## src/sv/ddc_pkg.sv

```systemverilog
`default_nettype none
package ddc_pkg;

    // Store geometry and transfer limits.
    localparam int MEM_BYTES       = 1024;
    localparam int BLOCK_BYTES     = 128;
    localparam int TX_BUFFER_BYTES = 32;
    localparam int STORE_DEPTH     = 2 * MEM_BYTES;
    localparam int ST_AW           = $clog2(STORE_DEPTH);
    localparam int TX_MAX          = (BLOCK_BYTES < TX_BUFFER_BYTES) ?
                                     BLOCK_BYTES : TX_BUFFER_BYTES;
    localparam int LEN_W           = $clog2(TX_MAX + 1);

    // Allowed values of the one-byte bus writes.
    localparam logic [7:0] OFFSET_LOW  = 8'h00;
    localparam logic [7:0] OFFSET_HIGH = 8'h80;
    localparam logic [7:0] SEGMENT_MAX = 8'h7F;

    // Opcodes.
    localparam logic [1:0] OP_WRITE = 2'd0;
    localparam logic [1:0] OP_READ  = 2'd1;
    localparam logic [1:0] OP_LOAD  = 2'd2;
    localparam logic [1:0] OP_NONE  = 2'd3;

    // Status codes.
    localparam logic [2:0] ST_OK       = 3'd0;
    localparam logic [2:0] ST_BAD_ADDR = 3'd1;
    localparam logic [2:0] ST_BAD_LEN  = 3'd2;
    localparam logic [2:0] ST_BAD_VAL  = 3'd3;
    localparam logic [2:0] ST_BEYOND   = 3'd4;

    // Address decode targets.
    localparam logic [1:0] TGT_PRIMARY   = 2'd0;
    localparam logic [1:0] TGT_SECONDARY = 2'd1;
    localparam logic [1:0] TGT_SEGMENT   = 2'd2;
    localparam logic [1:0] TGT_NONE      = 2'd3;

    // Configuration register indexes.
    localparam logic [2:0] REG_PRIMARY_ADDR   = 3'd0;
    localparam logic [2:0] REG_SECONDARY_ADDR = 3'd1;
    localparam logic [2:0] REG_SEGMENT_ADDR   = 3'd2;
    localparam logic [2:0] REG_PRIMARY_USED   = 3'd3;
    localparam logic [2:0] REG_SECONDARY_USED = 3'd4;

    typedef struct packed {
        logic [6:0] primary_address;
        logic [6:0] secondary_address;
        logic [6:0] segment_address;
        logic [9:0] primary_used;
        logic [9:0] secondary_used;
    } t_cfg;

    typedef struct packed {
        logic             we;
        logic [ST_AW-1:0] waddr;
        logic [7:0]       wdata;
        logic [ST_AW-1:0] raddr;
    } t_store_req;

endpackage
`default_nettype wire

```

## src/sv/ddc_regs.sv

```systemverilog
`default_nettype none
module ddc_regs
    import ddc_pkg::*;
(
    input  wire logic        i_clk,
    input  wire logic        i_rst_n,
    input  wire logic        psel,
    input  wire logic        penable,
    input  wire logic        pwrite,
    input  wire logic [4:0]  paddr,
    input  wire logic [31:0] pwdata,
    output logic      [31:0] prdata,
    output logic             pready,
    output t_cfg             o_cfg
);

    t_cfg       r_cfg;
    logic [2:0] reg_index;
    logic       wr_en;

    assign pready    = 1'b1;
    assign reg_index = paddr[4:2];
    assign wr_en     = psel & penable & pwrite & pready;
    assign o_cfg     = r_cfg;

    always_ff @(posedge i_clk) begin
        if (!i_rst_n) begin
            r_cfg.primary_address   <= 7'd80;
            r_cfg.secondary_address <= 7'd81;
            r_cfg.segment_address   <= 7'd48;
            r_cfg.primary_used      <= 10'd0;
            r_cfg.secondary_used    <= 10'd0;
        end else if (wr_en) begin
            unique case (reg_index)
                REG_PRIMARY_ADDR:   r_cfg.primary_address   <= pwdata[6:0];
                REG_SECONDARY_ADDR: r_cfg.secondary_address <= pwdata[6:0];
                REG_SEGMENT_ADDR:   r_cfg.segment_address   <= pwdata[6:0];
                REG_PRIMARY_USED:   r_cfg.primary_used      <= pwdata[9:0];
                REG_SECONDARY_USED: r_cfg.secondary_used    <= pwdata[9:0];
                default: ;
            endcase
        end
    end

    always_comb begin
        unique case (reg_index)
            REG_PRIMARY_ADDR:   prdata = {25'd0, r_cfg.primary_address};
            REG_SECONDARY_ADDR: prdata = {25'd0, r_cfg.secondary_address};
            REG_SEGMENT_ADDR:   prdata = {25'd0, r_cfg.segment_address};
            REG_PRIMARY_USED:   prdata = {22'd0, r_cfg.primary_used};
            REG_SECONDARY_USED: prdata = {22'd0, r_cfg.secondary_used};
            default:            prdata = 32'd0;
        endcase
    end

endmodule
`default_nettype wire

```

## config.mk

```make
export PLATFORM = sky130hd
export DESIGN_NAME = ddc_regs
export DESIGN_NICKNAME = d
export VERILOG_FILES = /design/src/sv/ddc_pkg.sv /design/src/sv/ddc_regs.sv
export SDC_FILE = /design/constraint.sdc
export NUM_CORES = 1
export LEC_CHECK = 0
export BUFFER_PORTS_ARGS = -buffer_cell sky130_fd_sc_hd__clkbuf_2
export CORE_MARGIN = 4
export CORE_UTILIZATION = 45
export DETAILED_ROUTE_END_ITERATION = 12
export PLACE_DENSITY = 0.85
export SETUP_SLACK_MARGIN = 0.02
export SLEW_MARGIN = 25
export SYNTH_ARGS = -nofsm -noshare
export SYNTH_HDL_FRONTEND = slang
export SYNTH_SLANG_ARGS = --single-unit
```

## constraint.sdc

```tcl
create_clock -name i_clk -period 1.8 [get_ports i_clk]
set_clock_uncertainty 0.05 [all_clocks]
set_input_delay 0.36 -clock i_clk [delete_from_list [all_inputs] [get_ports i_clk]]
set_output_delay 0.36 -clock i_clk [all_outputs]
set_load 0.005 [all_outputs]
```

==> results of run 1 <==
==> where the power goes <==
group	switching (W)	internal, W	leakage, nW
combinational	0.000124	0.0000976	0.883
sequential	0.00000634	0.000914	0.331
clock	0.000308	0.000276	0.0395
==> Yosys cell counts (all sizes together) (3+ instances only) <==
library cell,n
nand2,44
a22oi,12
inv,7
buf,32
mux2i,36
o22ai,6
o211ai,7
nand4b,3
mux2,6
o21ai,4
clkbuf,7
dfxtp,41
a32o,3
==> through the flow <==
stage,cells,util
after floorplan,246,-
after global placement,349,0.566
after detailed placement,349,0.566
after CTS,357,0.584
after global routing,360,0.605
final,360,0.605
==> worst max-delay path, delay by kind of cell <==
kind                   cells  cell delay (ns)
buffers and inverters      3             0.49
AO/OA/AOI/OAI              2             0.29
AND/OR/NAND/NOR            1             0.20
==> layout make-up <==
type	count	area [µm²]	share of cell area
inverters	7	26.3	0.00970
well taps	52	65.1	0.0240
multi-input cells	159	1130	0.419
repair buffers	93	581	0.214
flip-flops and latches	41	821	0.303
clock buffers	8	80.1	0.0296
==> worst paths after layout <==
kind | startpoint | to | slack, ns | cells past startpoint
worst max-delay path | paddr[4] | prdata[2] | 0.03 | 6
worst min register to register | o_cfg[16]$_SDFFE_PN0P_ | o_cfg[16]$_SDFFE_PN0P_ | 0.42 | 2
worst max register to register | o_cfg[31]$_SDFFE_PN1P_ | o_cfg[31]$_SDFFE_PN1P_ | 1.07 | 2
worst min-delay path | pwdata[9] | o_cfg[19]$_SDFFE_PN0P_ | 0.27 | 3
==> per-layer routing <==
metal  share of wire  global-route usage  vias to the layer above
met5               0                   0                        -
met4           0.010              0.0525                        0
met3           0.076              0.0609                        7
met2            0.50               0.306                       70
met1            0.41               0.225                      878
li1                -                   -                      905
==> repair_timing <==
item	in CTS	in global routing
hold endpoints to repair	0	0
setup buffers	0	2
endpoints found under the setup margin	0	6
resized for setup	0	18
==> cells by family (layout without fill, tap and decap cells) <==
kind of cell | Yosys count | after routing | synth area share
flip-flops | 41 | 41 | 0.385
AND/OR/NAND/NOR | 60 | 60 | 0.155
other | 2 | 23 | 0.00353
buffers and inverters | 46 | 108 | 0.140
AO/OA/AOI/OAI | 34 | 34 | 0.116
multiplexers | 42 | 42 | 0.201
==> flow_metrics.env, run 1 <==
export IMPL_grt_first_pass_wirelength_um=8700
export IMPL_dieHeight_um=76.8
export IMPL_clock_tree_from_tritoncts="yes"
export IMPL_antenna_found_initial=0
export IMPL_power_density_nw_per_um2=637
export IMPL_cts_hold_fix_buffers=0
export IMPL_finalSetupViolCount=0
export IMPL_antenna_fix_cells=0
export IMPL_die_area_um2=5900
export IMPL_critPathMaxStageDelay_ns=0.22
export IMPL_clk_latency_ns=0.29
export IMPL_iter_0_drt_violations=140
export IMPL_final_cell_area_um2=2710
export IMPL_rsz0062_at_grt="yes"
export IMPL_layout_setup_ws_ns=0.0349
export IMPL_yosysSeqAreaShare=0.385
export IMPL_setup_worst_path_class="input pin to output port"
export IMPL_clk_transition_reported_paths_ns=0.08
export IMPL_ys_flop_type="dfxtp_1"
export IMPL_n_fill_cell=387
export IMPL_hold_viol_final=0
export IMPL_setup_total_negative_slack_ns=0
export IMPL_setup_worst_path_end_class="output port"
export IMPL_first_pass_iters=4
export IMPL_timing_final_max_slew_violations=0
export IMPL_required_ns=1.39
export IMPL_dp_hpwl_um=4090
export IMPL_clock_root_buffer="clkbuf_8"
export IMPL_pin_count_of_the_biggest_net_entering_global_routing=52
export IMPL_drt_vias_per_instance=5.17
export IMPL_syn_instance_count=225
export IMPL_initial_utilization=0.476
export IMPL_die_width_um=76.8
export IMPL_synth_enable_flop_cells=0
export IMPL_cts_sink_cnt=41
export IMPL_period_share=0.981
export IMPL_cp_common_cell="buf_2"
export IMPL_gp_congestion=0.769
export IMPL_area_growth_synth_to_final_pct=27.1
export IMPL_power_leakage_nw=1.25
export IMPL_postSynth_asyncResetShare=0
export IMPL_tritoncts_num_buffers=5
export IMPL_ffs_latches_synth=41
export IMPL_design_core_area_um2=4470
export IMPL_final_common_cell="clkbuf_2"
export IMPL_io_buffers=68
export IMPL_holdCritPathClass="input pin to flop"
export IMPL_h_tree_depth=2
export IMPL_ir_drop_mv=0.391
export IMPL_drive_gt1_frac=0.380
export IMPL_slowest_stage="buf_2"
export IMPL_synth_distinct_cells=30
export IMPL_final_cell_mix="clkbuf_2, nand2_1, dfxtp_1"
export IMPL_layout_min_cycle_time_ns=1.77
export IMPL_grt_remaining_overflow=0
export IMPL_vias_in_the_first_global_route=1739
export IMPL_synth_largest_area_cell="dfxtp_1"
export IMPL_number_of_flip_flops_under_the_largest_register_name=41
export IMPL_crit_path_max_fanout=7
export IMPL_max_cap_violations=0
export IMPL_final_layout_worst_hold_slack_ns=0.271
export IMPL_crit_arrival_ns=1.36
export IMPL_yosys_warnings=0
export IMPL_outcome="finished clean"
export IMPL_avgSynthCellArea_um2=9.46
export IMPL_number_of_top_level_design_ports=116
export IMPL_detailedPlace_worstSlack_ns=0.0316
export IMPL_totalPowerFinal_w=0.00173
export IMPL_cp_cell_sequence="buf_2, nor2b_4, buf_6, a22oi_1, o22ai_1, buf_2"
export IMPL_synth_top_cells_by_area="dfxtp_1, mux2i_1, buf_4"
export IMPL_core_rowCount=24
export IMPL_synth_top_area_share=0.385
export IMPL_critPathLaunchType="input pin"
export IMPL_clk_path_buf_depth=2
export IMPL_fmax_mhz=567
export IMPL_detailroute_via_count=1860
export IMPL_drc=0
export IMPL_ant_nets=0
export IMPL_nNetsFinal=349
export IMPL_grt_total_usage=0.184
export IMPL_routed_wirelength_normalized_by_instance_count_um=15.9
export IMPL_mappedNetlistArea_um2=2130
export IMPL_dpl_instance_area_um2=2530
export IMPL_wl_um=5740
No activity file was read; power rests on OpenSTA's default activity.
==> run 2: changes to the inputs <==
Settings changed: CORE_UTILIZATION 45 to 46, CTS_BUF_LIST from default to sky130_fd_sc_hd__clkbuf_4, PLACE_DENSITY 0.85 to 0.86.
==> run 2 against run 1 <==
  * Setup slack better by 0.028 ns
  * Critical path depth is 2 lower
  * Die area is 1.9% lower
  * Highest routed layer unchanged
  * Sequential share of layout area is 0.40 points higher
  * Non-clock buffer count is 5 higher
  * Worst hold slack worse by 0.070 ns
  * Critical endpoint is now prdata[6]
  * Count of clock-buffer cells in the layout is 2 lower
  * Utilization is 0.77 points higher
  * Fmax is 1.6% higher
  * Register-to-register slack worse by 0.03 ns
==> flow_metrics.env, run 2 (synthesis gave the netlist of run 1 again) <==
export IMPL_whs_path_depth=3
export IMPL_clk_latency_ns=0.34
export IMPL_hold_viol_final=0
export IMPL_nNetsFinal=354
export IMPL_antenna_found_initial=0
export IMPL_setup_worst_path_class="flop to output port"
export IMPL_rsz0062_at_grt="yes"
export IMPL_crit_path_max_fanout=3
export IMPL_clock_root_buffer="clkbuf_4"
export IMPL_worstReg2RegEnd="o_cfg[25]$_SDFFE_PN1P_"
export IMPL_setup_worst_path_end_class="output port"
export IMPL_dieHeight_um=76.0
export IMPL_holdCritPathClass="input pin to flop"
export IMPL_io_buffers=68
export IMPL_wl_um=5760
export IMPL_ant_nets=0
export IMPL_crit_arrival_ns=1.33
export IMPL_power_density_nw_per_um2=586
export IMPL_required_ns=1.39
export IMPL_crit_reg2reg_launch="o_cfg[25]$_SDFFE_PN1P_"
export IMPL_timing_final_max_slew_violations=0
export IMPL_finalSetupViolCount=0
export IMPL_number_of_top_level_design_ports=116
export IMPL_grt_first_pass_wirelength_um=9180
export IMPL_clock_tree_from_tritoncts="yes"
export IMPL_dp_hpwl_um=4220
export IMPL_fmax_mhz=576
export IMPL_grt_total_usage=0.192
export IMPL_dpl_instance_area_um2=2560
export IMPL_number_of_flip_flops_under_the_largest_register_name=41
export IMPL_die_width_um=76.0
export IMPL_max_cap_violations=0
export IMPL_h_tree_depth=2
export IMPL_vias_in_the_first_global_route=1865
export IMPL_worst_r2r_path_depth=3
export IMPL_antenna_fix_cells=0
export IMPL_worst_r2r_setup_slack_ns=1.04
export IMPL_iter_0_drt_violations=170
export IMPL_critPathLaunchType="flop"
export IMPL_first_pass_iters=4
export IMPL_initial_utilization=0.482
export IMPL_hold_path_end="o_cfg[18]$_SDFFE_PN0P_"
export IMPL_holdCritStartpoint="pwdata[8]"
export IMPL_final_common_cell="clkbuf_2"
export IMPL_pin_count_of_the_biggest_net_entering_global_routing=27
export IMPL_critPathMaxStageDelay_ns=0.35
export IMPL_core_rowCount=24
export IMPL_layout_setup_ws_ns=0.0625
export IMPL_drive_gt1_frac=0.433
export IMPL_grt_remaining_overflow=0
export IMPL_tightest_slew_ns=0.610
export IMPL_cp_cell_sequence="mux2_2, a22oi_1, o22ai_1, clkbuf_2"
export IMPL_die_area_um2=5780
export IMPL_final_cell_area_um2=2710
export IMPL_power_leakage_nw=1.26
export IMPL_clk_transition_reported_paths_ns=0.12
export IMPL_detailedPlace_worstSlack_ns=-0.0727
export IMPL_ir_drop_mv=0.350
export IMPL_period_share=0.965
export IMPL_clk_path_buf_depth=2
export IMPL_outcome="finished clean"
export IMPL_cts_sink_cnt=41
export IMPL_area_growth_synth_to_final_pct=27.0
export IMPL_slew_headroom=0.593
export IMPL_drt_vias_per_instance=5.25
export IMPL_final_cell_mix="clkbuf_2, nand2_1, mux2i_1"
export IMPL_slowest_stage="dfxtp_2"
export IMPL_gp_congestion=0.806
export IMPL_tritoncts_num_buffers=5
export IMPL_design_core_area_um2=4410
export IMPL_cts_hold_fix_buffers=0
export IMPL_drc=0
export IMPL_routed_wirelength_normalized_by_instance_count_um=15.8
export IMPL_layout_min_cycle_time_ns=1.74
export IMPL_detailroute_via_count=1912
run 2: cell types whose count changed in the layout (fill, tap and decap cells not counted), moves of 3 or more:
| cell | previous run | this run |
|---|---|---|
| o22ai_2 | 1 | 4 |
| clkbuf_8 | 5 | 0 |
| dfxtp_2 | 0 | 8 |
| dfxtp_1 | 41 | 33 |
| clkbuf_1 | 3 | 0 |
| clkbuf_4 | 0 | 6 |
| o22ai_1 | 5 | 2 |
| buf_4 | 21 | 29 |
run 2: how the worst max path moves through the flow:
stage | end | depth (start not counted) | from
floorplan | prdata[1] | 5 | paddr[2]
global placement | prdata[3] | 5 | paddr[2]
detailed placement | prdata[1] | 6 | paddr[2]
CTS | prdata[1] | 6 | paddr[2]
global route | prdata[2] | 4 | o_cfg[22]$_SDFFE_PN0P_
finish | prdata[6] | 4 | o_cfg[16]$_SDFFE_PN0P_
run 2: per-layer routing:
layer	share of wire	wire, µm	track usage	vias to the layer above
met1	0.42	2410	0.232	916
met5	0	0	0	-
met2	0.49	2810	0.313	76
li1	-	-	-	911
met4	0.015	86	0.0730	0
met3	0.079	457	0.0662	9
run 2: report_power, final:
part | internal, W | switching (W)
combinational | 0.0000946 | 0.000124
sequential | 0.000915 | 0.00000622
clock | 0.000157 | 0.000288
total | 0.00117 | 0.000418
run 2: area by class of cell:
type / count / area (µm²)
clock inverters: 1 / 3.75
inverters: 7 / 26.3
well taps: 52 / 65.1
fillers: 358 / 1710
flip-flops and latches: 41 / 831
repair buffers: 98 / 584
clock buffers: 6 / 45.0
multi-input cells: 159 / 1150
run 2: timing repair:
item | 4_1_cts | 5_1_grt
setup buffers | 0 | 3
setup endpoints to repair | 7 | 7
gates resized for setup | 1 | 23
pin swaps | 0 | 4
run 2: worst max-delay path, delay by kind of cell (launching register included):
kind / cells / cell delay, ns
AO/OA/AOI/OAI: 2 / 0.25
flip-flops: 1 / 0.35
multiplexers: 1 / 0.26
buffers and inverters: 1 / 0.12
run 2: through the flow:
| stage | cells | total power (W) | setup TNS (ns) | util | hold WS, ns |
|---|---|---|---|---|---|
| 2_1_floorplan | 246 | 0.00109 | 0 | - | 0.411 |
| 3_3_place_gp | 354 | 0.00114 | -0.152 | 0.579 | 0.404 |
| 3_5_place_dp | 354 | 0.00114 | -0.432 | 0.579 | 0.416 |
| 4_1_cts | 361 | 0.00157 | 0 | 0.591 | 0.199 |
| 5_1_grt | 364 | 0.00166 | 0 | 0.613 | 0.191 |
| 6_report | 364 | 0.00158 | 0 | 0.613 | 0.202 |
==> run 3: changes to the inputs <==
Settings changed: CORE_UTILIZATION 46 to 45, PLACE_DENSITY 0.86 to 0.85, REMOVE_ABC_BUFFERS from default to 1.
Clock period 1.8 ns to 2 ns, I/O delays scaled along.
==> run 3 against run 2 <==
  * First-iteration DRC count is 1.2% lower
  * Count of clock-buffer cells in the layout stayed put
  * Via count is 5.9% lower
  * Register-to-register slack better by 0.26 ns
  * Global-route usage is 1.3 points lower
  * Flip-flop and latch count stayed put
  * Non-clock buffer count is 16 lower
  * Design area is 6.7% lower
  * Sequential power is 10% lower
  * Largest power group unchanged
==> flow_metrics.env, run 3 (synthesis gave the netlist of run 1 again) <==
export IMPL_detailedPlace_worstSlack_ns=0.0443
export IMPL_final_layout_worst_hold_slack_ns=0.252
export IMPL_die_width_um=76.8
export IMPL_routed_wirelength_normalized_by_instance_count_um=15.0
export IMPL_nNetsFinal=338
export IMPL_dieHeight_um=76.8
export IMPL_grt_total_usage=0.180
export IMPL_holdCritPathClass="input pin to flop"
export IMPL_design_core_area_um2=4470
export IMPL_initial_utilization=0.476
export IMPL_wirelength_met1_um=2280
export IMPL_wl_um=5210
export IMPL_tritoncts_num_buffers=5
export IMPL_gp_congestion=0.801
export IMPL_crit_arrival_ns=1.41
export IMPL_final_cells=348
export IMPL_pin_count_of_the_biggest_net_entering_global_routing=42
export IMPL_layout_core_utilization=0.564
export IMPL_clk_transition_reported_paths_ns=0.11
export IMPL_detailroute_via_count=1800
export IMPL_power_leakage_nw=1.16
export IMPL_dp_hpwl_um=3950
export IMPL_fmax_mhz=539
export IMPL_antenna_fix_cells=0
export IMPL_clk_latency_ns=0.35
export IMPL_dpl_cell_count=341
export IMPL_required_ns=1.55
export IMPL_drc=0
export IMPL_critPathLaunchType="input pin"
export IMPL_rsz0062_at_grt="no"
export IMPL_clock_tree_from_tritoncts="yes"
export IMPL_grt_remaining_overflow=0
export IMPL_setup_total_negative_slack_ns=0
export IMPL_top_layer="met4"
export IMPL_io_buffers=68
export IMPL_timing_final_max_slew_violations=0
export IMPL_route_met2_wl_um=2460
export IMPL_outcome="finished clean"
export IMPL_hold_viol_final=0
export IMPL_first_pass_iters=4
export IMPL_ant_nets=0
export IMPL_drt_vias_per_instance=5.17
export IMPL_cts_sink_cnt=41
export IMPL_layout_min_cycle_time_ns=1.86
export IMPL_drive_gt1_frac=0.338
export IMPL_layout_setup_ws_ns=0.145
export IMPL_setup_worst_path_class="input pin to output port"
export IMPL_max_cap_violations=0
export IMPL_iter_0_drt_violations=168
export IMPL_finalSetupViolCount=0
export IMPL_grt_first_pass_wirelength_um=8520
export IMPL_crit_path_max_fanout=12
export IMPL_number_of_top_level_design_ports=116
export IMPL_number_of_flip_flops_under_the_largest_register_name=41
export IMPL_ir_drop_mv=0.325
export IMPL_core_rowCount=24
export IMPL_clock_root_buffer="clkbuf_4"
export IMPL_final_common_cell="clkbuf_2"
export IMPL_power_density_nw_per_um2=550
export IMPL_die_area_um2=5900
export IMPL_vias_in_the_first_global_route=1724
export IMPL_detailroute_wirelength_met3_um=401
export IMPL_period_share=0.928
export IMPL_setup_worst_path_end_class="output port"
export IMPL_antenna_found_initial=0
export IMPL_clk_path_buf_depth=2
export IMPL_final_cell_mix="clkbuf_2, nand2_1, dfxtp_1"
export IMPL_area_growth_synth_to_final_pct=18.5
export IMPL_h_tree_depth=2
-- run 3: metal layers --
metal	track usage	vias to the layer above
met2	0.295	75
met5	0	-
met3	0.0515	8
met1	0.225	834
li1	-	883
met4	0.0598	0
-- run 3: repair_timing --
item                                    in CTS  in global routing
endpoints found under the setup margin       0                  2
endpoints found under the hold margin        0                  0
resized for setup                            0                  2
setup buffers                                0                  0
hold buffers                                 0                  0
-- run 3: power breakdown --
part	internal, W	total, W	leakage (nW)	switching (W)
Combinational	0.0000674	0.000168	0.802	0.000101
Sequential	0.000823	0.000828	0.331	0.00000528
Clock	0.000141	0.000392	0.0292	0.000251
Total	0.00103	0.00139	1.16	0.000357
-- run 3: worst max-delay path, cell delays in order --
cell	delay, ns
clkbuf_4	0.21
buf_4	0.22
mux2i_1	0.19
o2bb2ai_1	0.09
o21a_1	0.17
clkbuf_2	0.11
-- run 3: cell type report --
type | count | area, µm²
inverter | 7 | 26.3
clock inverter | 1 | 3.75
clock buffer | 6 | 45.0
multi-input combinational | 159 | 1090
fill | 403 | 1950
sequential | 41 | 821
timing repair buffer | 82 | 473
tap | 52 | 65.1
-- run 3: worst paths after layout --
path,startpoint,endpoint,slack (ns),cells past startpoint
max reg2reg,o_cfg[24]$_SDFFE_PN1P_,o_cfg[24]$_SDFFE_PN1P_,1.30,2
min reg2reg,o_cfg[16]$_SDFFE_PN0P_,o_cfg[16]$_SDFFE_PN0P_,0.43,2
min,pwdata[7],o_cfg[17]$_SDFFE_PN0P_,0.25,3
max,paddr[2],prdata[0],0.14,6
-- run 3: metrics by stage --
step | power [W] | area [µm²]
global placement | 0.00101 | 2470
global route | 0.00144 | 2520
detailed placement | 0.00101 | 2470
floorplan | 0.000911 | 1940
finish | 0.00139 | 2520
CTS | 0.00140 | 2520
