File: config.mk
export PLATFORM = sky130hd
export DESIGN_NAME = ddc_ctrl
export DESIGN_NICKNAME = d
export VERILOG_FILES = /design/src/sv/ddc_pkg.sv /design/src/sv/ddc_ctrl.sv
export SDC_FILE = /design/constraint.sdc
export NUM_CORES = 1
export LEC_CHECK = 0
export BUFFER_PORTS_ARGS = -buffer_cell sky130_fd_sc_hd__buf_2
export CAP_MARGIN = 0
export CORE_MARGIN = 4
export CORE_UTILIZATION = 45
export DETAILED_ROUTE_END_ITERATION = 16
export PLACE_DENSITY = 0.75
export SLEW_MARGIN = 20
export SYNTH_ARGS = -nofsm -noshare
export SYNTH_HDL_FRONTEND = slang
export SYNTH_SLANG_ARGS = --single-unit
export TNS_END_PERCENT = 50
File: constraint.sdc
create_clock -name i_clk -period 7.4 [get_ports i_clk]
set_clock_uncertainty 0.1 [all_clocks]
set_input_delay 1.85 -clock i_clk [delete_from_list [all_inputs] [get_ports i_clk]]
set_output_delay 1.85 -clock i_clk [all_outputs]
set_load 0.05 [all_outputs]
File: src/sv/ddc_pkg.sv
`default_nettype none
package ddc_pkg;

    // Store geometry and transfer limits.
    localparam int MEM_BYTES       = 1024;
    localparam int BLOCK_BYTES     = 128;
    localparam int TX_BUFFER_BYTES = 32;
    localparam int STORE_DEPTH     = 2 * MEM_BYTES;
    localparam int ST_AW           = $clog2(STORE_DEPTH);
    localparam int TX_MAX          = (BLOCK_BYTES < TX_BUFFER_BYTES) ?
                                     BLOCK_BYTES : TX_BUFFER_BYTES;
    localparam int LEN_W           = $clog2(TX_MAX + 1);

    // Allowed values of the one-byte bus writes.
    localparam logic [7:0] OFFSET_LOW  = 8'h00;
    localparam logic [7:0] OFFSET_HIGH = 8'h80;
    localparam logic [7:0] SEGMENT_MAX = 8'h7F;

    // Opcodes.
    localparam logic [1:0] OP_WRITE = 2'd0;
    localparam logic [1:0] OP_READ  = 2'd1;
    localparam logic [1:0] OP_LOAD  = 2'd2;
    localparam logic [1:0] OP_NONE  = 2'd3;

    // Status codes.
    localparam logic [2:0] ST_OK       = 3'd0;
    localparam logic [2:0] ST_BAD_ADDR = 3'd1;
    localparam logic [2:0] ST_BAD_LEN  = 3'd2;
    localparam logic [2:0] ST_BAD_VAL  = 3'd3;
    localparam logic [2:0] ST_BEYOND   = 3'd4;

    // Address decode targets.
    localparam logic [1:0] TGT_PRIMARY   = 2'd0;
    localparam logic [1:0] TGT_SECONDARY = 2'd1;
    localparam logic [1:0] TGT_SEGMENT   = 2'd2;
    localparam logic [1:0] TGT_NONE      = 2'd3;

    // Configuration register indexes.
    localparam logic [2:0] REG_PRIMARY_ADDR   = 3'd0;
    localparam logic [2:0] REG_SECONDARY_ADDR = 3'd1;
    localparam logic [2:0] REG_SEGMENT_ADDR   = 3'd2;
    localparam logic [2:0] REG_PRIMARY_USED   = 3'd3;
    localparam logic [2:0] REG_SECONDARY_USED = 3'd4;

    typedef struct packed {
        logic [6:0] primary_address;
        logic [6:0] secondary_address;
        logic [6:0] segment_address;
        logic [9:0] primary_used;
        logic [9:0] secondary_used;
    } t_cfg;

    typedef struct packed {
        logic             we;
        logic [ST_AW-1:0] waddr;
        logic [7:0]       wdata;
        logic [ST_AW-1:0] raddr;
    } t_store_req;

endpackage
`default_nettype wire

File: src/sv/ddc_ctrl.sv
`default_nettype none
module ddc_ctrl
    import ddc_pkg::*;
(
    input  wire logic       i_clk,
    input  wire logic       i_rst_n,
    input  wire t_cfg       i_cfg,
    input  wire logic       i_start,
    output logic            o_busy,
    input  wire logic [1:0] i_opcode,
    input  wire logic [6:0] i_dev_address,
    input  wire logic [5:0] i_write_count,
    input  wire logic [7:0] i_write_byte,
    input  wire logic       i_bank,
    input  wire logic [9:0] i_load_index,
    output t_store_req      o_store_req,
    input  wire logic [7:0] i_rd_data,
    output logic            o_strobe,
    output logic      [2:0] o_status,
    output logic            o_data_valid,
    output logic      [7:0] o_data_byte,
    output logic            o_last
);

    localparam logic [1:0] S_IDLE   = 2'd0;
    localparam logic [1:0] S_DECODE = 2'd1;
    localparam logic [1:0] S_STREAM = 2'd2;

    logic [1:0]       r_state, n_state;
    logic [7:0]       r_pri_off, n_pri_off;
    logic [7:0]       r_sec_off, n_sec_off;
    logic [6:0]       r_segment, n_segment;
    logic [LEN_W-1:0] r_len, n_len;
    logic [LEN_W-1:0] r_cnt, n_cnt;
    logic             r_tgt_sec, n_tgt_sec;
    logic [ST_AW-1:0] r_raddr;

    // Accepted word.
    logic [1:0] r_opcode;
    logic [6:0] r_dev;
    logic [5:0] r_count;
    logic [7:0] r_wbyte;
    logic       r_bank;
    logic [9:0] r_idx;

    // Result register.
    logic       r_strobe, n_strobe;
    logic [2:0] r_status, n_status;
    logic       r_dvalid, n_dvalid;
    logic [7:0] r_byte, n_byte;
    logic       r_last, n_last;

    logic [1:0]       target;
    logic [14:0]      pos;
    logic [15:0]      used_eff;
    logic [15:0]      remain;
    logic [LEN_W-1:0] len;
    logic [31:0]      base_full;
    logic [31:0]      load_full;
    logic             accept;
    t_store_req       req;

    assign accept = i_start & (r_state == S_IDLE);
    assign o_busy = (r_state != S_IDLE);

    // Primary wins over secondary, secondary over segment.
    always_comb begin
        if (r_dev == i_cfg.primary_address) begin
            target = TGT_PRIMARY;
        end else if (r_dev == i_cfg.secondary_address) begin
            target = TGT_SECONDARY;
        end else if (r_dev == i_cfg.segment_address) begin
            target = TGT_SEGMENT;
        end else begin
            target = TGT_NONE;
        end
    end

    always_comb begin
        pos      = {r_segment, (target == TGT_SECONDARY) ? r_sec_off : r_pri_off};
        used_eff = {6'd0, (target == TGT_SECONDARY) ? i_cfg.secondary_used
                                                    : i_cfg.primary_used};
        if (used_eff > 16'(MEM_BYTES)) begin
            used_eff = 16'(MEM_BYTES);
        end
        remain = used_eff - {1'b0, pos};
        if (remain > 16'(TX_MAX)) begin
            len = LEN_W'(TX_MAX);
        end else begin
            len = remain[LEN_W-1:0];
        end
        base_full = ((target == TGT_SECONDARY) ? 32'(MEM_BYTES) : 32'd0) + {17'd0, pos};
        load_full = (r_bank ? 32'(MEM_BYTES) : 32'd0) + {22'd0, r_idx};
    end

    always_comb begin
        n_state   = r_state;
        n_pri_off = r_pri_off;
        n_sec_off = r_sec_off;
        n_segment = r_segment;
        n_len     = r_len;
        n_cnt     = r_cnt;
        n_tgt_sec = r_tgt_sec;
        n_strobe  = 1'b0;
        n_status  = ST_OK;
        n_dvalid  = 1'b0;
        n_byte    = 8'd0;
        n_last    = 1'b1;
        req.we    = 1'b0;
        req.waddr = load_full[ST_AW-1:0];
        req.wdata = r_wbyte;
        req.raddr = r_raddr + 1'b1;

        unique case (r_state)
            S_IDLE: begin
                if (accept && i_opcode != OP_NONE) begin
                    n_state = S_DECODE;
                end
            end
            S_DECODE: begin
                n_strobe = 1'b1;
                n_state  = S_IDLE;
                unique case (r_opcode)
                    OP_WRITE: begin
                        if (target == TGT_NONE) begin
                            n_status = ST_BAD_ADDR;
                        end else if (r_count != 6'd1) begin
                            n_status = ST_BAD_LEN;
                        end else if (target == TGT_SEGMENT) begin
                            if (r_wbyte > SEGMENT_MAX) begin
                                n_status = ST_BAD_VAL;
                            end else begin
                                n_segment = r_wbyte[6:0];
                            end
                        end else if (r_wbyte != OFFSET_LOW && r_wbyte != OFFSET_HIGH) begin
                            n_status = ST_BAD_VAL;
                        end else if (target == TGT_PRIMARY) begin
                            n_pri_off = r_wbyte;
                        end else begin
                            n_sec_off = r_wbyte;
                        end
                    end
                    OP_READ: begin
                        if (target == TGT_SEGMENT || target == TGT_NONE) begin
                            n_status = ST_BAD_ADDR;
                        end else if ({1'b0, pos} > used_eff) begin
                            n_status = ST_BEYOND;
                        end else if (len == '0) begin
                            n_segment = 7'd0;
                        end else begin
                            // First byte is fetched now; S_STREAM registers it.
                            n_strobe  = 1'b0;
                            n_state   = S_STREAM;
                            n_len     = len;
                            n_cnt     = '0;
                            n_tgt_sec = (target == TGT_SECONDARY);
                            req.raddr = base_full[ST_AW-1:0];
                        end
                    end
                    OP_LOAD: begin
                        if ({22'd0, r_idx} >= 32'(MEM_BYTES)) begin
                            n_status = ST_BAD_ADDR;
                        end else begin
                            req.we = 1'b1;
                        end
                    end
                    default: begin
                        n_strobe = 1'b0;
                    end
                endcase
            end
            S_STREAM: begin
                n_strobe = 1'b1;
                n_dvalid = 1'b1;
                n_byte   = i_rd_data;
                n_cnt    = r_cnt + 1'b1;
                n_last   = (n_cnt == r_len);
                if (n_last) begin
                    n_state   = S_IDLE;
                    n_segment = 7'd0;
                    if (r_tgt_sec) begin
                        n_sec_off = r_sec_off + {{(8 - LEN_W){1'b0}}, r_len};
                    end else begin
                        n_pri_off = r_pri_off + {{(8 - LEN_W){1'b0}}, r_len};
                    end
                end
            end
            default: begin
                n_state = S_IDLE;
            end
        endcase
    end

    always_ff @(posedge i_clk) begin
        if (!i_rst_n) begin
            r_state   <= S_IDLE;
            r_pri_off <= 8'd0;
            r_sec_off <= 8'd0;
            r_segment <= 7'd0;
            r_strobe  <= 1'b0;
        end else begin
            r_state   <= n_state;
            r_pri_off <= n_pri_off;
            r_sec_off <= n_sec_off;
            r_segment <= n_segment;
            r_strobe  <= n_strobe;
        end
    end

    always_ff @(posedge i_clk) begin
        r_len     <= n_len;
        r_cnt     <= n_cnt;
        r_tgt_sec <= n_tgt_sec;
        r_raddr   <= req.raddr;
        r_status  <= n_status;
        r_dvalid  <= n_dvalid;
        r_byte    <= n_byte;
        r_last    <= n_last;
        if (accept) begin
            r_opcode <= i_opcode;
            r_dev    <= i_dev_address;
            r_count  <= i_write_count;
            r_wbyte  <= i_write_byte;
            r_bank   <= i_bank;
            r_idx    <= i_load_index;
        end
    end

    assign o_store_req  = req;
    assign o_strobe     = r_strobe;
    assign o_status     = r_status;
    assign o_data_valid = r_dvalid;
    assign o_data_byte  = r_byte;
    assign o_last       = r_last;

`ifndef SYNTHESIS
    a_last_returns_idle: assert property (@(posedge i_clk) disable iff (!i_rst_n)
        r_strobe && r_last |-> r_state == S_IDLE)
        else $error("final result seen while sequencer still active");

    a_plain_result_is_last: assert property (@(posedge i_clk) disable iff (!i_rst_n)
        r_strobe && !r_dvalid |-> r_last)
        else $error("result without data not marked last");

    a_stream_count: assert property (@(posedge i_clk) disable iff (!i_rst_n)
        r_state == S_STREAM |-> r_cnt < r_len)
        else $error("stream count ran past transfer length");

    a_accept_decodes: assert property (@(posedge i_clk) disable iff (!i_rst_n)
        accept && i_opcode != OP_NONE |=> r_state == S_DECODE)
        else $error("accepted word not decoded");
`endif

endmodule
`default_nettype wire

==> impl_metrics.tcl, run 1 <==
set metrics [dict create \
    outcome "finished, violations left" \
    violations "negative setup slack" \
    worstMarginPinSlew_ns 0.9403 \
    h-tree-depth 3 \
    drt_iter0_markers 434 \
    switchingPower_w 0.0005472 \
    synth.distinct_cells 63 \
    ys_async_sr_fraction 0 \
    rsz0062_at_grt "yes" \
    fin_cells 935 \
    syn_nets 697 \
    grt_usage 0.2284 \
    cts_tree "yes" \
    grt_pass1_wl_um 26080 \
    p_clk_frac 0.297 \
    worst-endpoint-arrival_ns 6.08 \
    combPwrFrac 0.300 \
    mostFrequentLayoutCell "buf_2" \
    insertion_delay_ns 0.36 \
    wl_per_cell_um 17.50 \
    ys_warn_count 0 \
    avgSynthCellArea_um2 9.618 \
    setup_viol 11 \
    io_pins 132 \
    worstSetupEndpointType "primary output" \
    dp_cells 910 \
    worstPathMaxFanout 6 \
    synthesis.area_um2 5588 \
    ys_seq_area_frac 0.4317 \
    maxCapViolations 0 \
    p_leak_nw 3.186 \
    crit_type "input port to primary output" \
    numCtsBuffers 9 \
    diodes 0 \
    clk_pin_slew_ns 0.07 \
    syn_inst 581 \
    antenna_found_initial 0 \
    grt_max_degree 38 \
    ys_ff_latch 97 \
    die_h_um 119.4 \
    coreArea_um2 12060 \
    final_max_slew_viol_count 0 \
    layout_common_cells "buf_2 (118), nand2_1 (66), buf_4 (58)" \
    drive_above_1_share 0.3533 \
    swShare 0.3458 \
    drc_errors 0 \
    viasPerCell 5.482 \
    start_kind "input port" \
    syn2layout_area_growth_pct 36.74 \
    grt_overflow 0 \
    synthFlopType "dfxtp_1" \
    die-area_um2 14260 \
    timing.fmax_mhz 124.6 \
    fillCellCount 956 \
    hold_viol_final 0 \
    slew_headroom 0.3632 \
    nets 878 \
    grt_pass1_vias 5230 \
    period_needed_ns 8.026 \
    layout_setup_ws_ns -0.6263 \
    dr_total_vias 5126 \
    dp_slack_ns -0.8597 \
    sequentialPowerShare 0.403 \
    initial_utilization 0.4633 \
    cts.sinks 97 \
    die_w_um 119.4 \
    required_ns 5.45 \
    seq_area_um2 2412 \
    fin_total_pwr_w 0.001583 \
    hold_class "flip-flop to flip-flop" \
    internal_power_w 0.001035 \
    io_buffers 131 \
    dp_hpwl_um 12300 \
    synth_enable_flop_cells 47 \
    place.gp.congestion 0.9317 \
    postRouteWirelength_um 16360 \
    clockBufferDepth 2 \
    drtPass1Iterations 5 \
    cts-root-buf "clkbuf_16" \
    max-vdd-ir-drop_mv 0.2198 \
    whs_ns 0.3921 \
    fin_crit_sh 1.085 \
    antenna_left 0 \
    multi_input_area_um2 3348 \
    p_per_area_nw_per_um2 207.1 \
    rows 40 \
]
==> through the flow <==
step	area [um^2]	util	TNS, ns
5_1_grt	7641	0.6335	-8.281
3_3_place_gp	6948	0.5760	-7.100
2_1_floorplan	5793	-	-6.015
3_5_place_dp	6948	0.5760	-9.093
6_report	7641	0.6335	-6.577
4_1_cts	7456	0.6182	-6.199
==> synthesized netlist by cell type, types with 7 or more instances <==
| cell type | n | area [um^2] |
|---|---|---|
| a21oi_1 | 27 | 135.1 |
| clkbuf_1 | 19 | 71.32 |
| nor4_1 | 7 | 43.79 |
| xor2_1 | 28 | 245.2 |
| and2_1 | 12 | 75.07 |
| nand3_1 | 35 | 175.2 |
| a21o_1 | 8 | 60.06 |
| a211oi_1 | 9 | 67.56 |
| o21ai_0 | 20 | 100.1 |
| nand2_1 | 72 | 270.3 |
| mux2i_1 | 15 | 150.1 |
| nor2b_1 | 10 | 62.56 |
| xnor2_1 | 28 | 245.2 |
| nor2_1 | 33 | 123.9 |
| inv_1 | 28 | 105.1 |
| dfxtp_1 | 50 | 1001 |
| ha_1 | 27 | 337.8 |
| edfxtp_1 | 47 | 1411 |
==> worst max-delay path: stages <==
cell and delay, ns:
buf_2 0.10, xor2_1 0.19, nor4_4 0.36, nand2_4 0.16, buf_6 0.17, mux2i_4 0.18, ha_4 0.17, inv_4 0.05
fa_2 0.23, a21oi_4 0.07, o221a_4 0.24, o221a_4 0.23, or4_4 0.43, a211o_1 0.35, or4_4 0.53, nand3_4 0.17
buf_12 0.15, mux2i_4 0.24, buf_6 0.19
==> final timing paths <==
| path | from | endpoint | slack, ns | cells past startpoint |
|---|---|---|---|---|
| setup / recovery | i_cfg[29] | o_store_req[3] | -0.63 | 19 |
| hold / removal | r_sec_off[7] | r_sec_off[7] | 0.39 | 2 |
| setup reg to reg | r_dev[3] | r_raddr[4] | 2.51 | 20 |
| hold reg to reg | r_sec_off[7] | r_sec_off[7] | 0.39 | 2 |
==> state kept, by name (all words and copies together), names as in the netlist <==
name	count
o_strobe	1
r_count	6
r_pri_off	8
o_last	1
r_len	6
r_state	2
o_status	3
r_tgt_sec	1
r_cnt	6
o_data_valid	1
r_bank	1
r_segment	7
r_dev	7
o_data_byte	8
r_sec_off	8
r_idx	10
r_raddr	11
r_opcode	2
r_wbyte	8
==> per-layer routing <==
metal / global-route usage / part of all wire / vias up
met5: 0 / 0 / -
met4: 0.1009 / 0.033 / 0
met3: 0.06648 / 0.086 / 45
met2: 0.3843 / 0.48 / 241
met1: 0.2706 / 0.40 / 2399
li1: - / - / 2441
==> kinds of logic (layout without fill, tap and decap cells) <==
group / after synthesis / after routing / share of synthesized area
buffers and inverters: 55 / 241 / 0.04254
xor gates and xnor gates: 57 / 57 / 0.09203
AOI/OAI and AO/OA: 120 / 120 / 0.1507
DFF: 97 / 97 / 0.4317
muxes: 17 / 17 / 0.03090
and+or+nand+nor: 205 / 205 / 0.1809
adders and majority gates: 30 / 30 / 0.07120
==> cell type report <==
type | count | area share
Clock inverter | 7 | 0.009170
Multi-Input combinational cell | 429 | 0.4382
Timing Repair Buffer | 195 | 0.1646
Sequential cell | 97 | 0.3157
Clock buffer | 9 | 0.02947
Inverter | 30 | 0.01539
Tap cell | 168 | 0.02751
==> power groups by stage <==
stage / logic [W] / clock network [W] / registers (W)
final: 0.000475 / 0.000470 / 0.000637
after global routing: 0.000504 / 0.000499 / 0.000642
after CTS: 0.000457 / 0.000478 / 0.000636
after detailed placement: 0.000404 / 0 / 0.000647
after global placement: 0.000393 / 0 / 0.000646
after floorplan: 0.000274 / 0 / 0.000661
==> timing repair <==
item,in CTS,in global routing
buffers inserted,4,4
resized for setup,43,24
hold buffers,0,0
endpoints found under the hold margin,0,0
endpoints found under the setup margin,11,11
gates cloned,0,0
pin swaps,5,12
Power figures use the tool's default switching activity.
==> run 2: changes to the inputs <==
Settings changed: CORE_UTILIZATION 45 to 49, CTS_BUF_LIST set to sky130_fd_sc_hd__clkbuf_16, PLACE_DENSITY 0.75 to 0.81.
==> run 2 against run 1 <==
Net effect:
- the flow still finishes with violations (negative setup slack)
- combinational power fell by 2%
- die area down 7.6%
- setup slack better by 0.057 ns
- non-clock buffer count is 14 higher
- global-route usage is 1.1 points higher
- critical endpoint is now o_store_req[7]
- largest power group unchanged
==> impl_metrics.tcl, run 2 (synthesized netlist as in run 1, its figures left out) <==
set metrics [dict create \
    clockBufferDepth 2 \
    h-tree-depth 3 \
    grt_pass1_wl_um 25140 \
    p_per_area_nw_per_um2 206.6 \
    whs_ns 0.3888 \
    io_pins 132 \
    p_leak_nw 3.276 \
    seq_area_um2 2412 \
    syn2layout_area_growth_pct 37.21 \
    die_w_um 114.8 \
    coreArea_um2 10980 \
    place.gp.congestion 0.8943 \
    final_max_slew_viol_count 0 \
    slew_headroom 0.3381 \
    drc_errors 0 \
    grt_overflow 0 \
    wl_per_cell_um 17.22 \
    initial_utilization 0.5088 \
    max-vdd-ir-drop_mv 0.2091 \
    dp_cells 891 \
    largest_reg_flops 11 \
    layout_setup_ws_ns -0.5693 \
    cts_hold_buffers 0 \
    setup_viol 11 \
    multi_input_area_um2 3272 \
    start_kind "input port" \
    drive_above_1_share 0.3636 \
    timing.fmax_mhz 125.5 \
    cp_slowest_cell "or4_4" \
    maxCapViolations 0 \
    cts-root-buf "clkbuf_16" \
    hold_viol_final 0 \
    period_needed_ns 7.969 \
    numCtsBuffers 9 \
    fillCellCount 765 \
    dp_slack_ns -0.7981 \
    required_ns 5.45 \
    dp_hpwl_um 11740 \
    regMostFlops "r_raddr" \
    fin_cells 921 \
    die_h_um 114.8 \
    cts.sinks 97 \
    dr_total_vias 5110 \
    fin_crit_sh 1.077 \
    rows 38 \
    drtPass1Iterations 5 \
    top_regs "r_raddr x11, r_idx x10" \
    antenna_left 0 \
    worstSetupEndpointType "primary output" \
    rsz0062_at_grt "yes" \
    path_cells "buf_6 > xor2_2 > nor4_2 > nand4_1 > nand2_2 > buf_12 > inv_2 > nand2_1 > nand2_2 > ha_4 > inv_2 > fa_2 > a21oi_4 > o221a_4 > o221a_4 > or4_4 > a211o_1 > or4_4 > nand3_4 > buf_6 > mux2i_4 > buf_6" \
    worst_path_largest_cell_delay_ns 0.51 \
    clk_pin_slew_ns 0.07 \
    fin_total_pwr_w 0.001584 \
    diodes 0 \
    worst-endpoint-arrival_ns 6.02 \
    cts_tree "yes" \
    utilization 0.6981 \
    violations "negative setup slack" \
    grt_max_degree 38 \
    crit_path_frequent_cell "buf_6" \
    outcome "finished, violations left" \
    hold_class "flip-flop to flip-flop" \
    grt_usage 0.2391 \
    mostFrequentLayoutCell "buf_2" \
    insertion_delay_ns 0.36 \
    layout_common_cells "buf_2 (119), buf_4 (70), nand2_1 (64)" \
    postRouteWirelength_um 15860 \
    antenna_found_initial 0 \
    grt_pass1_vias 5129 \
    viasPerCell 5.548 \
    die-area_um2 13180 \
    io_buffers 131 \
    worstMarginPinSlew_ns 0.9774 \
    worstPathMaxFanout 7 \
    crit_type "input port to primary output" \
    drt_iter0_markers 398 \
    nets 892 \
]
[run 2: changes by cell type in the layout (fill, tap and decap cells not counted), sizes merged]
cell,before,now
clkinvlp,1,0
clkbuf,9,10
inv,33,34
buf,195,208
[run 2: final timing paths]
path | startpoint | to | slack [ns] | cells after the start
worst max register to register | r_dev[3] | r_cnt[4] | 2.46 | 22
worst min register to register | r_segment[5] | r_segment[5] | 0.39 | 2
worst min-delay path | r_segment[5] | r_segment[5] | 0.39 | 2
worst max-delay path | i_cfg[37] | o_store_req[7] | -0.57 | 22
[run 2: cell type report]
| type | count | share of cell area |
|---|---|---|
| timing repair buffer | 209 | 0.1802 |
| clock inverter | 7 | 0.01159 |
| multi-input combinational | 429 | 0.4267 |
| inverter | 30 | 0.01469 |
| sequential | 97 | 0.3146 |
| tap | 140 | 0.02285 |
| clock buffer | 9 | 0.02937 |
[run 2: stage by stage]
stage                     cell area [um^2]  setup TNS [ns]
final                                 7667          -5.918
after global routing                  7667          -7.988
after CTS                             7480          -5.560
after detailed placement              6980          -8.314
after global placement                6980          -7.592
after floorplan                       5793          -6.015
[run 2: layer usage]
layer  GRT usage  wire [um]  share of wire  vias up
met5           0          0              0        -
met4     0.08920        468          0.030        0
li1            -          -              -     2463
met1      0.3068       6334           0.40     2414
met2      0.4075       8111           0.51      189
met3     0.04000        948          0.060       44
[run 2: repair_timing]
item                       CTS  global route
cloned                       0             1
buffers inserted             6             7
pin swaps                    9             6
hold endpoints to repair     0             0
resized for setup           33            26
setup endpoints to repair   11            11
[run 2: critical path: cells and delay by family]
| kind | cells | cell delay (ns) |
|---|---|---|
| AOI/OAI and AO/OA | 4 | 0.82 |
| xor gates and xnor gates | 1 | 0.14 |
| adders and majority gates | 2 | 0.39 |
| buffers and inverters | 6 | 0.65 |
| muxes | 1 | 0.25 |
| and+or+nand+nor | 8 | 1.91 |
[run 2: power breakdown]
part	switching [W]	leakage (nW)	internal, W
sequential	0.0000329	0.850	0.000602
combinational	0.000272	2.27	0.000193
clock	0.000239	0.153	0.000245
==> run 3: changes to the inputs <==
Clock period 7.4 ns to 6.7 ns, I/O delays scaled along.
==> run 3 against run 2 <==
Net effect:
- the flow still finishes with violations (negative setup slack)
- clock power is 17% higher
- non-clock buffer count is 2 higher
- worst hold slack better by 0.0063 ns
- sequential share of layout area is 0.19 points lower
- first-iteration DRC count is 25% higher
- via count is 3.1% higher
- total power is 14% higher
==> impl_metrics.tcl, run 3 (synthesized netlist as in run 1, its figures left out) <==
set metrics [dict create \
    outcome "finished, violations left" \
    violations "negative setup slack" \
    path_delay_family "simple AND/OR/NAND/NOR gates" \
    internal_power_w 0.001187 \
    combPwrFrac 0.294 \
    reg2reg_setup_slack_ns 1.77 \
    largest_reg_flops 11 \
    diodes 0 \
    grt_max_degree 38 \
    path_cells "buf_2 > xor2_1 > nor4_2 > nand4_1 > nand2_2 > buf_12 > buf_4 > mux2i_4 > ha_4 > nand3_2 > o221a_4 > o221a_4 > or4_4 > a211o_1 > or4_4 > nand3_4 > buf_12 > mux2i_4 > buf_6" \
    top_regs "r_raddr x11, r_idx x10" \
    h-tree-depth 3 \
    cp.depth 19 \
    cts_tree "yes" \
    r2r_end "r_cnt[0]" \
    mostFrequentLayoutCell "buf_2" \
    io_buffers 131 \
    clk_pin_slew_ns 0.07 \
    fillCellCount 736 \
    r2r_start "r_dev[3]" \
    postRouteWirelength_um 16950 \
    grt_usage 0.2528 \
    final_max_slew_viol_count 0 \
    regMostFlops "r_raddr" \
    drive_above_1_share 0.3691 \
    drt_iter0_markers 498 \
    worst_path_largest_cell_delay_ns 0.51 \
    hold_class "flip-flop to flip-flop" \
    slew_headroom 0.3328 \
    worstPathMaxFanout 7 \
    critical_path_buf_inv_count 5 \
    setup_viol 11 \
    p_leak_nw 3.310 \
    p_per_area_nw_per_um2 233.1 \
    hold_viol_final 0 \
    swShare 0.3399 \
    maxCapViolations 0 \
    worst-endpoint-arrival_ns 5.90 \
    grt_pass1_vias 5344 \
    min_to "r_segment[4]" \
    worstHoldStart "r_segment[4]" \
    drc_errors 0 \
    layout_setup_ws_ns -0.9756 \
    period_needed_ns 7.676 \
    cp_slowest_cell "or4_4" \
    grt_pass1_wl_um 26400 \
    grt_overflow 0 \
    fin_cells 923 \
    clockBufferDepth 2 \
    reg2regPathDepth 19 \
    nets 894 \
    layout_common_cells "buf_2 (119), buf_4 (75), nand2_1 (61)" \
    die-area_um2 13180 \
    dp_hpwl_um 12050 \
    crit_type "input port to primary output" \
    dp_cells 890 \
    timing.fmax_mhz 130.3 \
    max-vdd-ir-drop_mv 0.2157 \
    worstSetupEndpointType "primary output" \
    cts.sinks 97 \
    rsz0062_at_grt "yes" \
    cts-root-buf "clkbuf_16" \
    antenna_found_initial 0 \
    start_kind "input port" \
    io_pins 132 \
    wl_per_cell_um 18.37 \
    viasPerCell 5.707 \
    cts_hold_buffers 0 \
    insertion_delay_ns 0.36 \
    coreArea_um2 10980 \
    numCtsBuffers 9 \
    antenna_left 0 \
    rows 38 \
    place.gp.congestion 0.9106 \
    min_delay_path_depth 2 \
    syn2layout_area_growth_pct 38.07 \
    switchingPower_w 0.0006114 \
    die_w_um 114.8 \
    tns_ns -10.44 \
    fin_crit_sh 1.146 \
    drtPass1Iterations 5 \
    p_clk_frac 0.316 \
    initial_utilization 0.5088 \
    dr_total_vias 5268 \
    sequentialPowerShare 0.391 \
    required_ns 4.93 \
    die_h_um 114.8 \
    worstMarginPinSlew_ns 0.9852 \
]
-- run 3: per-stage QoR --
step / hold slack (ns) / power (W) / utilization / cell area [um^2] / worst slack, ns
3_3_place_gp: 0.3654 / 0.001149 / 0.6349 / 6973 / -1.056
6_report: 0.3951 / 0.001799 / 0.7024 / 7715 / -0.9756
4_1_cts: 0.3928 / 0.001776 / 0.6951 / 7635 / -0.9361
5_1_grt: 0.4207 / 0.001853 / 0.7024 / 7715 / -1.110
2_1_floorplan: 0.3511 / 0.001033 / - / 5793 / -0.9075
3_5_place_dp: 0.3828 / 0.001161 / 0.6349 / 6973 / -1.190
-- run 3: timing repair --
item / in CTS / in global routing
buffers inserted: 12 / 4
pin swaps: 8 / 9
cloned: 1 / 0
resized for setup: 46 / 17
endpoints found under the setup margin: 11 / 11
-- run 3: worst max-delay path by stage --
stage | startpoint | slack (ns) | end
4_1_cts | i_cfg[34] | -0.94 | o_store_req[2]
3_3_place_gp | i_cfg[37] | -1.06 | o_store_req[6]
5_1_grt | i_cfg[37] | -1.11 | o_store_req[4]
3_5_place_dp | i_cfg[37] | -1.19 | o_store_req[6]
2_1_floorplan | i_cfg[31] | -0.91 | o_store_req[10]
6_report | i_cfg[37] | -0.98 | o_store_req[4]
-- run 3: worst reg2reg max path: stages, from the launching register on --
cell and delay (ns):
edfxtp_1 0.47, xor2_1 0.20, nor4_2 0.35, nand4_1 0.18, nand2_2 0.17, buf_12 0.15
buf_4 0.13, mux2i_4 0.29, ha_4 0.18, nand3_2 0.08, o221a_4 0.25, o221a_4 0.22
or4_4 0.42, a211o_1 0.31, or4_4 0.51, buf_4 0.17, buf_4 0.14, nand3_1 0.08
a21boi_0 0.12, buf_4 0.20
-- run 3: final cells by class --
cell class                      count  area, um^2  area share
Clock buffer                        9       225.2     0.02919
Clock inverter                      7       102.6     0.01330
Inverter                           30       117.6     0.01524
Multi-Input combinational cell    429        3302      0.4280
Sequential cell                    97        2412      0.3127
Tap cell                          140       175.2     0.02271
Timing Repair Buffer              211        1380      0.1789
-- run 3: power groups by stage --
stage / clock network [W] / logic [W] / registers (W)
final: 0.000568 / 0.000528 / 0.000703
after global routing: 0.000589 / 0.000556 / 0.000708
after CTS: 0.000564 / 0.000512 / 0.000700
after detailed placement: 0 / 0.000447 / 0.000714
after global placement: 0 / 0.000438 / 0.000711
after floorplan: 0 / 0.000303 / 0.000730
-- run 3: routing by layer --
| metal | global-route usage | vias up | share of wire |
|---|---|---|---|
| li1 | - | 2467 | - |
| met1 | 0.3106 | 2490 | 0.39 |
| met2 | 0.4459 | 250 | 0.51 |
| met3 | 0.03263 | 61 | 0.064 |
| met4 | 0.1095 | 0 | 0.036 |
| met5 | 0 | - | 0 |
